<file path="src/hdl/hdlcr_pkg.sv">
`default_nettype none
// ----------------------------------------------------------------------------
// HDLC-like receiver package
// Shared constants, word types and queue status for the frame receiver.
// ----------------------------------------------------------------------------
package hdlcr_pkg;

    localparam int MAX_FRAME_DEF = 1024;

    localparam int BYTE_W  = 8;
    localparam int EVENT_W = 3;
    localparam int INDEX_W = 10;
    localparam int SPACE_W = 16;

    localparam logic [BYTE_W-1:0] FLAG_BYTE = 8'h7e;
    localparam logic [BYTE_W-1:0] ESC_BYTE  = 8'h7d;
    localparam logic [BYTE_W-1:0] ESC_XOR   = 8'h20;

    localparam logic [EVENT_W-1:0] EV_NONE    = 3'd0;
    localparam logic [EVENT_W-1:0] EV_PAYLOAD = 3'd1;
    localparam logic [EVENT_W-1:0] EV_DONE    = 3'd2;
    localparam logic [EVENT_W-1:0] EV_SPACE   = 3'd3;
    localparam logic [EVENT_W-1:0] EV_DROP    = 3'd4;

    typedef enum logic [2:0] {
        CMD_NOP,
        CMD_ERR,
        CMD_OPEN,
        CMD_CLOSE,
        CMD_DATA
    } t_cmd_kind;

    typedef struct packed {
        t_cmd_kind         kind;
        logic [BYTE_W-1:0] data;
    } t_cmd;

    localparam int QUEUE_DEPTH = 2;
    localparam int QPTR_W      = $clog2(QUEUE_DEPTH);
    localparam int QCNT_W      = $clog2(QUEUE_DEPTH + 1);

    typedef struct packed {
        logic valid;
        logic full;
    } t_queue_status;

endpackage
`default_nettype wire

</file>
<file path="src/hdl/hdlcr_front.sv">
`default_nettype none
// ----------------------------------------------------------------------------
// HDLC-like receiver front end
// Tracks flag and escape framing and turns each received byte into a word
// for the back end: open, close, data, error or nothing.
// ----------------------------------------------------------------------------
module hdlcr_front (
    input  wire logic                         i_clk,
    input  wire logic                         i_rst_n,
    input  wire logic                         i_accept,
    input  wire logic [hdlcr_pkg::BYTE_W-1:0] i_rx_byte,
    input  wire logic                         i_link_error,
    output hdlcr_pkg::t_cmd                   o_cmd
);
    import hdlcr_pkg::*;

    localparam logic [1:0] ST_OUTSIDE = 2'd0;
    localparam logic [1:0] ST_INSIDE  = 2'd1;
    localparam logic [1:0] ST_ESCAPED = 2'd2;

    logic [1:0] r_state;
    logic [1:0] n_state;
    logic       r_empty;
    logic       n_empty;
    t_cmd       cmd;

    always_comb begin
        n_state   = r_state;
        n_empty   = r_empty;
        cmd.kind  = CMD_NOP;
        cmd.data  = i_rx_byte;
        if (i_link_error) begin
            n_state  = ST_OUTSIDE;
            cmd.kind = CMD_ERR;
        end else begin
            unique case (r_state)
                ST_OUTSIDE: begin
                    if (i_rx_byte == FLAG_BYTE) begin
                        n_state  = ST_INSIDE;
                        n_empty  = 1'b1;
                        cmd.kind = CMD_OPEN;
                    end
                end
                ST_INSIDE: begin
                    if (i_rx_byte == FLAG_BYTE) begin
                        if (!r_empty) begin
                            n_state  = ST_OUTSIDE;
                            cmd.kind = CMD_CLOSE;
                        end
                    end else if (i_rx_byte == ESC_BYTE) begin
                        n_state = ST_ESCAPED;
                    end else begin
                        n_empty  = 1'b0;
                        cmd.kind = CMD_DATA;
                    end
                end
                ST_ESCAPED: begin
                    n_state  = ST_INSIDE;
                    n_empty  = 1'b0;
                    cmd.kind = CMD_DATA;
                    cmd.data = i_rx_byte ^ ESC_XOR;
                end
                default: begin
                    n_state = ST_OUTSIDE;
                end
            endcase
        end
    end

    always_ff @(posedge i_clk) begin
        if (!i_rst_n) begin
            r_state <= ST_OUTSIDE;
            r_empty <= 1'b1;
        end else if (i_accept) begin
            r_state <= n_state;
            r_empty <= n_empty;
        end
    end

    assign o_cmd = cmd;

endmodule
`default_nettype wire

</file>
<file path="src/hdl/hdlcr_queue.sv">
`default_nettype none
// ----------------------------------------------------------------------------
// HDLC-like receiver word queue
// Short first-in first-out queue that decouples the front end from the
// back end.
// ----------------------------------------------------------------------------
module hdlcr_queue (
    input  wire logic           i_clk,
    input  wire logic           i_rst_n,
    input  wire logic           i_push,
    input  wire hdlcr_pkg::t_cmd i_cmd,
    input  wire logic           i_pop,
    output hdlcr_pkg::t_cmd     o_cmd,
    output hdlcr_pkg::t_queue_status o_status
);
    import hdlcr_pkg::*;

    t_cmd              r_mem [QUEUE_DEPTH];
    logic [QPTR_W-1:0] r_wr_ptr;
    logic [QPTR_W-1:0] r_rd_ptr;
    logic [QCNT_W-1:0] r_count;
    logic              do_push;
    logic              do_pop;

    assign o_status.valid = (r_count != '0);
    assign o_status.full  = (r_count == QCNT_W'(QUEUE_DEPTH));
    assign do_push        = i_push && !o_status.full;
    assign do_pop         = i_pop && o_status.valid;
    assign o_cmd          = r_mem[r_rd_ptr];

    always_ff @(posedge i_clk) begin
        if (do_push) begin
            r_mem[r_wr_ptr] <= i_cmd;
        end
    end

    always_ff @(posedge i_clk) begin
        if (!i_rst_n) begin
            r_wr_ptr <= '0;
            r_rd_ptr <= '0;
            r_count  <= '0;
        end else begin
            if (do_push) begin
                r_wr_ptr <= r_wr_ptr + QPTR_W'(1);
            end
            if (do_pop) begin
                r_rd_ptr <= r_rd_ptr + QPTR_W'(1);
            end
            if (do_push && !do_pop) begin
                r_count <= r_count + QCNT_W'(1);
            end else if (do_pop && !do_push) begin
                r_count <= r_count - QCNT_W'(1);
            end
        end
    end

endmodule
`default_nettype wire

</file>
<file path="src/hdl/hdlcr_back.sv">
`default_nettype none
// ----------------------------------------------------------------------------
// HDLC-like receiver back end
// Counts frame bytes, captures the protocol id and the control frame's
// buffer-space bytes, and registers one result word per queued word.
// ----------------------------------------------------------------------------
module hdlcr_back #(
    parameter int MAX_FRAME = hdlcr_pkg::MAX_FRAME_DEF
) (
    input  wire logic                          i_clk,
    input  wire logic                          i_rst_n,
    input  wire logic                          i_cmd_valid,
    input  wire hdlcr_pkg::t_cmd               i_cmd,
    output logic                               o_pop,
    output logic                               o_out_valid,
    input  wire logic                          i_out_stall,
    output logic [hdlcr_pkg::EVENT_W-1:0]      o_event_res,
    output logic [hdlcr_pkg::BYTE_W-1:0]       o_data_byte,
    output logic [hdlcr_pkg::INDEX_W-1:0]      o_byte_index,
    output logic [hdlcr_pkg::INDEX_W-1:0]      o_payload_length,
    output logic [hdlcr_pkg::BYTE_W-1:0]       o_protocol_id,
    output logic [hdlcr_pkg::SPACE_W-1:0]      o_space_value
);
    import hdlcr_pkg::*;

    localparam int CNT_NEED = $clog2(MAX_FRAME + 2);
    localparam int CNT_W    = (CNT_NEED > INDEX_W) ? CNT_NEED : INDEX_W;
    localparam logic [CNT_W-1:0] MAX_CNT = CNT_W'(MAX_FRAME);

    logic [CNT_W-1:0]   r_count;
    logic [CNT_W-1:0]   n_count;
    logic [BYTE_W-1:0]  r_proto;
    logic [BYTE_W-1:0]  n_proto;
    logic [BYTE_W-1:0]  r_space_lo;
    logic [BYTE_W-1:0]  n_space_lo;
    logic [BYTE_W-1:0]  r_space_hi;
    logic [BYTE_W-1:0]  n_space_hi;
    logic [CNT_W-1:0]   cnt_m1;
    logic [EVENT_W-1:0] ev;
    logic [BYTE_W-1:0]  data;
    logic [INDEX_W-1:0] index;
    logic [INDEX_W-1:0] length;
    logic [SPACE_W-1:0] space;
    logic               r_out_valid;

    assign cnt_m1 = r_count - CNT_W'(1);
    assign o_pop  = i_cmd_valid && (!r_out_valid || !i_out_stall);

    always_comb begin
        n_count    = r_count;
        n_proto    = r_proto;
        n_space_lo = r_space_lo;
        n_space_hi = r_space_hi;
        ev         = EV_NONE;
        data       = '0;
        index      = '0;
        length     = '0;
        space      = '0;
        unique case (i_cmd.kind)
            CMD_ERR: begin
                n_count = '0;
            end
            CMD_OPEN: begin
                n_count    = '0;
                n_space_lo = '0;
                n_space_hi = '0;
            end
            CMD_CLOSE: begin
                if (r_proto == '0) begin
                    ev    = EV_SPACE;
                    space = {r_space_hi, r_space_lo};
                end else if (r_count > MAX_CNT) begin
                    ev = EV_DROP;
                end else begin
                    ev     = EV_DONE;
                    length = cnt_m1[INDEX_W-1:0];
                end
            end
            CMD_DATA: begin
                if (r_count < MAX_CNT) begin
                    if (r_count == '0) begin
                        n_proto = i_cmd.data;
                    end else if (r_proto == '0) begin
                        if (r_count == CNT_W'(1)) begin
                            n_space_lo = i_cmd.data;
                        end else if (r_count == CNT_W'(2)) begin
                            n_space_hi = i_cmd.data;
                        end
                    end else begin
                        ev    = EV_PAYLOAD;
                        data  = i_cmd.data;
                        index = cnt_m1[INDEX_W-1:0];
                    end
                end
                if (r_count <= MAX_CNT) begin
                    n_count = r_count + CNT_W'(1);
                end
            end
            default: begin
            end
        endcase
    end

    always_ff @(posedge i_clk) begin
        if (!i_rst_n) begin
            r_count     <= '0;
            r_proto     <= '0;
            r_space_lo  <= '0;
            r_space_hi  <= '0;
            r_out_valid <= 1'b0;
        end else begin
            if (o_pop) begin
                r_count     <= n_count;
                r_proto     <= n_proto;
                r_space_lo  <= n_space_lo;
                r_space_hi  <= n_space_hi;
                r_out_valid <= 1'b1;
            end else if (!i_out_stall) begin
                r_out_valid <= 1'b0;
            end
        end
    end

    always_ff @(posedge i_clk) begin
        if (o_pop) begin
            o_event_res      <= ev;
            o_data_byte      <= data;
            o_byte_index     <= index;
            o_payload_length <= length;
            o_protocol_id    <= n_proto;
            o_space_value    <= space;
        end
    end

    assign o_out_valid = r_out_valid;

endmodule
`default_nettype wire

</file>
<file path="src/hdl/hdlc_like_frame_receiver.sv">
`default_nettype none
// ----------------------------------------------------------------------------
// HDLC-like frame receiver
// Flag and escape deframer for an asynchronous serial link.
// ----------------------------------------------------------------------------
// Takes one received byte per word and gives exactly one result word for each
// byte accepted, one byte per clock sustained while the output is not
// stalled. The front end classifies each accepted byte into a two-entry
// queue, and the back end updates the frame count and registers the result.
// Each side stalls on its own; the input stalls only when the queue is full.
// Frames longer than MAX_FRAME bytes are dropped, control frames (protocol
// id zero) report their buffer-space value instead.
module hdlc_like_frame_receiver #(
    parameter int MAX_FRAME = hdlcr_pkg::MAX_FRAME_DEF
) (
    input  wire logic                          i_clk,
    input  wire logic                          i_rst_n,
    input  wire logic                          i_in_valid,
    output logic                               o_in_stall,
    input  wire logic [hdlcr_pkg::BYTE_W-1:0]  i_rx_byte,
    input  wire logic                          i_link_error,
    output logic                               o_out_valid,
    input  wire logic                          i_out_stall,
    output logic [hdlcr_pkg::EVENT_W-1:0]      o_event_res,
    output logic [hdlcr_pkg::BYTE_W-1:0]       o_data_byte,
    output logic [hdlcr_pkg::INDEX_W-1:0]      o_byte_index,
    output logic [hdlcr_pkg::INDEX_W-1:0]      o_payload_length,
    output logic [hdlcr_pkg::BYTE_W-1:0]       o_protocol_id,
    output logic [hdlcr_pkg::SPACE_W-1:0]      o_space_value
);
    import hdlcr_pkg::*;

    logic          in_accept;
    logic          pop;
    t_cmd          front_cmd;
    t_cmd          queue_cmd;
    t_queue_status q_status;

    assign o_in_stall = q_status.full;
    assign in_accept  = i_in_valid && !q_status.full;

    hdlcr_front u_front (
        .i_clk        (i_clk),
        .i_rst_n      (i_rst_n),
        .i_accept     (in_accept),
        .i_rx_byte    (i_rx_byte),
        .i_link_error (i_link_error),
        .o_cmd        (front_cmd)
    );

    hdlcr_queue u_queue (
        .i_clk    (i_clk),
        .i_rst_n  (i_rst_n),
        .i_push   (in_accept),
        .i_cmd    (front_cmd),
        .i_pop    (pop),
        .o_cmd    (queue_cmd),
        .o_status (q_status)
    );

    hdlcr_back #(
        .MAX_FRAME (MAX_FRAME)
    ) u_back (
        .i_clk            (i_clk),
        .i_rst_n          (i_rst_n),
        .i_cmd_valid      (q_status.valid),
        .i_cmd            (queue_cmd),
        .o_pop            (pop),
        .o_out_valid      (o_out_valid),
        .i_out_stall      (i_out_stall),
        .o_event_res      (o_event_res),
        .o_data_byte      (o_data_byte),
        .o_byte_index     (o_byte_index),
        .o_payload_length (o_payload_length),
        .o_protocol_id    (o_protocol_id),
        .o_space_value    (o_space_value)
    );

    a_queue_drains: assert property (@(posedge i_clk) disable iff (!i_rst_n)
        (q_status.valid && !o_out_valid) |=> o_out_valid)
        else $error("queued word not delivered to the output register");

    a_payload_fields: assert property (@(posedge i_clk) disable iff (!i_rst_n)
        (o_out_valid && o_event_res == EV_PAYLOAD) |->
            (o_payload_length == '0 && o_space_value == '0))
        else $error("payload word carries frame-end fields");

    a_index_only_payload: assert property (@(posedge i_clk) disable iff (!i_rst_n)
        (o_out_valid && o_event_res != EV_PAYLOAD) |->
            (o_byte_index == '0 && o_data_byte == '0))
        else $error("byte index or data set on a non-payload word");

    a_event_code: assert property (@(posedge i_clk) disable iff (!i_rst_n)
        o_out_valid |-> (o_event_res <= EV_DROP))
        else $error("undefined event code");

endmodule
`default_nettype wire
</file>
<file path="config.mk">
export PLATFORM = sky130hd
export DESIGN_NAME = hdlc_like_frame_receiver
export DESIGN_NICKNAME = d
export VERILOG_FILES = /design/src/hdl/hdlcr_pkg.sv /design/src/hdl/hdlcr_front.sv /design/src/hdl/hdlcr_queue.sv /design/src/hdl/hdlcr_back.sv /design/src/hdl/hdlc_like_frame_receiver.sv
export SDC_FILE = /design/constraint.sdc
export NUM_CORES = 1
export LEC_CHECK = 0
export ABC_AREA = 0
export BUFFER_PORTS_ARGS = -buffer_cell sky130_fd_sc_hd__buf_2
export CAP_MARGIN = 20
export CORE_MARGIN = 3
export CORE_UTILIZATION = 45
export DETAILED_ROUTE_END_ITERATION = 8
export PLACE_DENSITY = 0.77
export SYNTH_ARGS = -nofsm -noshare
export SYNTH_HDL_FRONTEND = slang
export SYNTH_HIERARCHICAL = 1
export SYNTH_SLANG_ARGS = --single-unit
</file>
<file path="constraint.sdc">
create_clock -name i_clk -period 5.45 [get_ports i_clk]
set_input_delay 0.545 -clock i_clk [delete_from_list [all_inputs] [get_ports i_clk]]
set_output_delay 0.545 -clock i_clk [all_outputs]
set_load 0.03 [all_outputs]
</file>
==> out/qor.yml <==
endpoint_kind: "register"
worst_slew_pin_slew_ns: 0.970
clkLatencyLatePin_ns: 0.41
required_ns: 5.72
portBuffers: 69
period_share_pct: 52.5
relSlewSlack_pct: 35.2
finalHoldViolCount: 0
rsz0062_at_grt: "no"
synth_top_area_share_pct: 42.8
grt_pass1_wl_microns: 17000
synth_top_area_cell: "edfxtp_1"
num_io_pins: 70
drtPass1Iterations: 5
cap_violations: 0
p_total_w: 0.00350
wl_microns: 10300
die_y_microns: 116
path_clk_slew_ns: 0.06
cts_tree: "yes"
rows: 39
setup_viol: 0
synthFlopType: "edfxtp_1"
grt_util_met1_pct: 20.7
final_nets: 545
synth_enable_flop_cells: 77
synth_area_sq_um: 5400
gp_congestion: 0.859
clock-root-buffer: "clkbuf_16"
critPathArrivalTime_ns: 3.13
cts_setup_buffers: 0
die_area_sq_um: 13400
numCtsBuffers: 17
h-tree-depth: 4
p_leak_nw: 2.59
drtIter0Drc: 304
post_cts_resize_count: 0
vias_per_cell: 5.27
dr_total_vias: 3576
syn-instance-count: 456
fin_crit_ns: 2.86
start_kind: "register"
grt_start_max_net_pins: 49
yosysSeqAreaShare_pct: 59.1
totalNegativeSetupSlack_ns: 0
drv_slew: 0
grtUsageMet3_pct: 5.22
gr-total-overflow: 0
ys_top_cells_by_area: "edfxtp_1, dfxtp_1, mux2_2, nand2_1, and2_1"
syn_nets: 479
ir_drop_mv: 0.211
power_density_nw_per_um2: 549
antenna_found_initial: 0
hold_class: "input port to register"
avgSynthCellArea_sq_um: 11.8
clock_sinks: 121
hold_buffers: 0
drc_errors: 0
status: "completed"
grt_usage_pct: 16.5
async_flop_share_pct: 0
crit_type: "register to register"
skew_ns: 0.00912
yosys_warnings: 6
dp_hpwl_microns: 6860
syn2layout_area_growth_pct: 17.9
grt-busiest-layer: "met2"
layout-drive-gt1-share_pct: 26.4
die_w_microns: 116
fmax_ghz: 0.349
drt-wirelength-per-cell_microns: 15.2
ant_nets: 0
critPathMaxFanout: 16
coreArea_sq_um: 11600
fill_cells: 944
grt_pass1_vias: 3470
n_antenna_cell: 0
initial_core_util_pct: 46.7
netlist-cell-type-count: 61
clockBufferDepth: 2
grt_use_met2_pct: 26.7
synth-seq-cells: 121
==> critical path: stages (launching register included) <==
cell and delay [ns]:
dfxtp_1 0.61, mux2_2 0.47, nor3b_1 0.66, nand3_1 0.61, nand3_1 0.27, o21ai_1 0.09
==> cells in the mapped netlist (4+ instances only) <==
cell type / number
nand3_1: 18
nand2b_1: 4
o21ai_1: 11
mux2_2: 20
a21oi_1: 4
and3_1: 4
buf_4: 7
buf_2: 4
clkbuf_1: 11
nor3_2: 5
nor4_1: 5
nor3_1: 4
and2_1: 29
edfxtp_1: 77
dfxtp_1: 44
mux2i_1: 18
inv_1: 9
nor2_1: 43
ha_1: 10
xnor2_1: 13
nor2b_1: 6
nand2_1: 51
o21ai_0: 7
xor2_1: 5
==> per-layer routing <==
| layer | share of wire (%) | wire [microns] |
|---|---|---|
| met1 | 45 | 4610 |
| met2 | 49 | 5000 |
| met3 | 5.4 | 555 |
| met4 | 1.1 | 110 |
| met5 | 0 | 0 |
==> logic make-up after synthesis <==
family,after synthesis,share of synthesized area (%)
XOR/XNOR,18,2.92
buffers and inverters,33,3.01
flip-flops,121,59.1
adder cells (fa/ha/maj),10,2.32
AND/OR/NAND/NOR,191,19.1
AO/OA/AOI/OAI,44,5.84
multiplexers,39,7.72
==> cells in the final DEF, fill, tap and decap left out, types with 3 or more instances in the layout <==
master / instances
ha_1: 10
dfxtp_1: 44
clkinvlp_4: 3
xnor2_1: 13
xor2_1: 5
nand2_1: 51
buf_2: 69
a21oi_1: 4
nor2_1: 43
mux2i_1: 18
and3_1: 4
nor3_1: 4
and2_1: 29
nor3_2: 5
inv_1: 9
nor4_1: 5
clkbuf_16: 17
mux2_2: 20
nand2b_1: 4
nor2b_1: 6
clkinv_2: 4
edfxtp_1: 77
o21ai_0: 7
clkbuf_1: 3
nand3_1: 18
o21ai_1: 11
==> path summary, 6_finish.rpt <==
path / from / slack [ns] / end / cells past startpoint
worst max-delay path: register / 2.59 / u_back/r_proto[4] / 5
worst min register to register: u_back/r_space_lo[2] / 0.45 / u_back/r_space_lo[2] / 2
worst max register to register: register / 2.59 / u_back/r_proto[4] / 5
worst min-delay path: i_rx_byte[3] / 0.34 / u_queue/r_mem[1][3] / 1
==> sequential cells by signal, summed over array words and instances, names as in the netlist, named ones only <==
name and cells:
u_back/r_proto 8, u_back/o_protocol_id 8, u_back/o_space_value 16, u_back/o_byte_index 10, u_back/r_count 11, u_back/o_data_byte 8
u_front/r_state 2, u_queue/r_count 2, u_back/o_event_res 3, u_back/r_space_hi 8, u_back/r_space_lo 8, u_back/o_payload_length 10
u_queue/r_wr_ptr 1, u_queue/r_mem 22, u_back/o_out_valid 1, u_queue/r_rd_ptr 1, u_front/r_empty 1
==> power breakdown <==
part / total (W) / internal [W] / switching (W) / leakage [nW]
clock network: 0.00102 / 0.000637 / 0.000384 / 0.263
logic: 0.00110 / 0.000301 / 0.000802 / 1.22
registers: 0.00137 / 0.00129 / 0.0000859 / 1.10
==> layout make-up <==
type / count / area, sq um / share of cell area (%)
repair buffers: 70 / 353 / 5.54
well taps: 143 / 179 / 2.81
multi-input cells: 302 / 2060 / 32.3
flip-flops and latches: 121 / 3190 / 50.1
inverters: 10 / 37.5 / 0.590
clock buffers: 21 / 450 / 7.07
clock inverters: 11 / 98.8 / 1.55
==> per-stage QoR <==
step	cell area, sq um	setup slack, ns	utilization (%)	cells	hold slack [ns]
2_1_floorplan	5400	0.159	-	456	0.434
3_3_place_gp	5820	2.74	50.3	646	0.442
3_5_place_dp	5820	2.62	50.3	646	0.449
4_1_cts	6370	2.56	55.1	678	0.318
5_1_grt	6370	2.33	55.1	678	0.324
6_report	6370	2.59	55.1	678	0.343
Note: power is estimated with default switching activity, not from simulation.
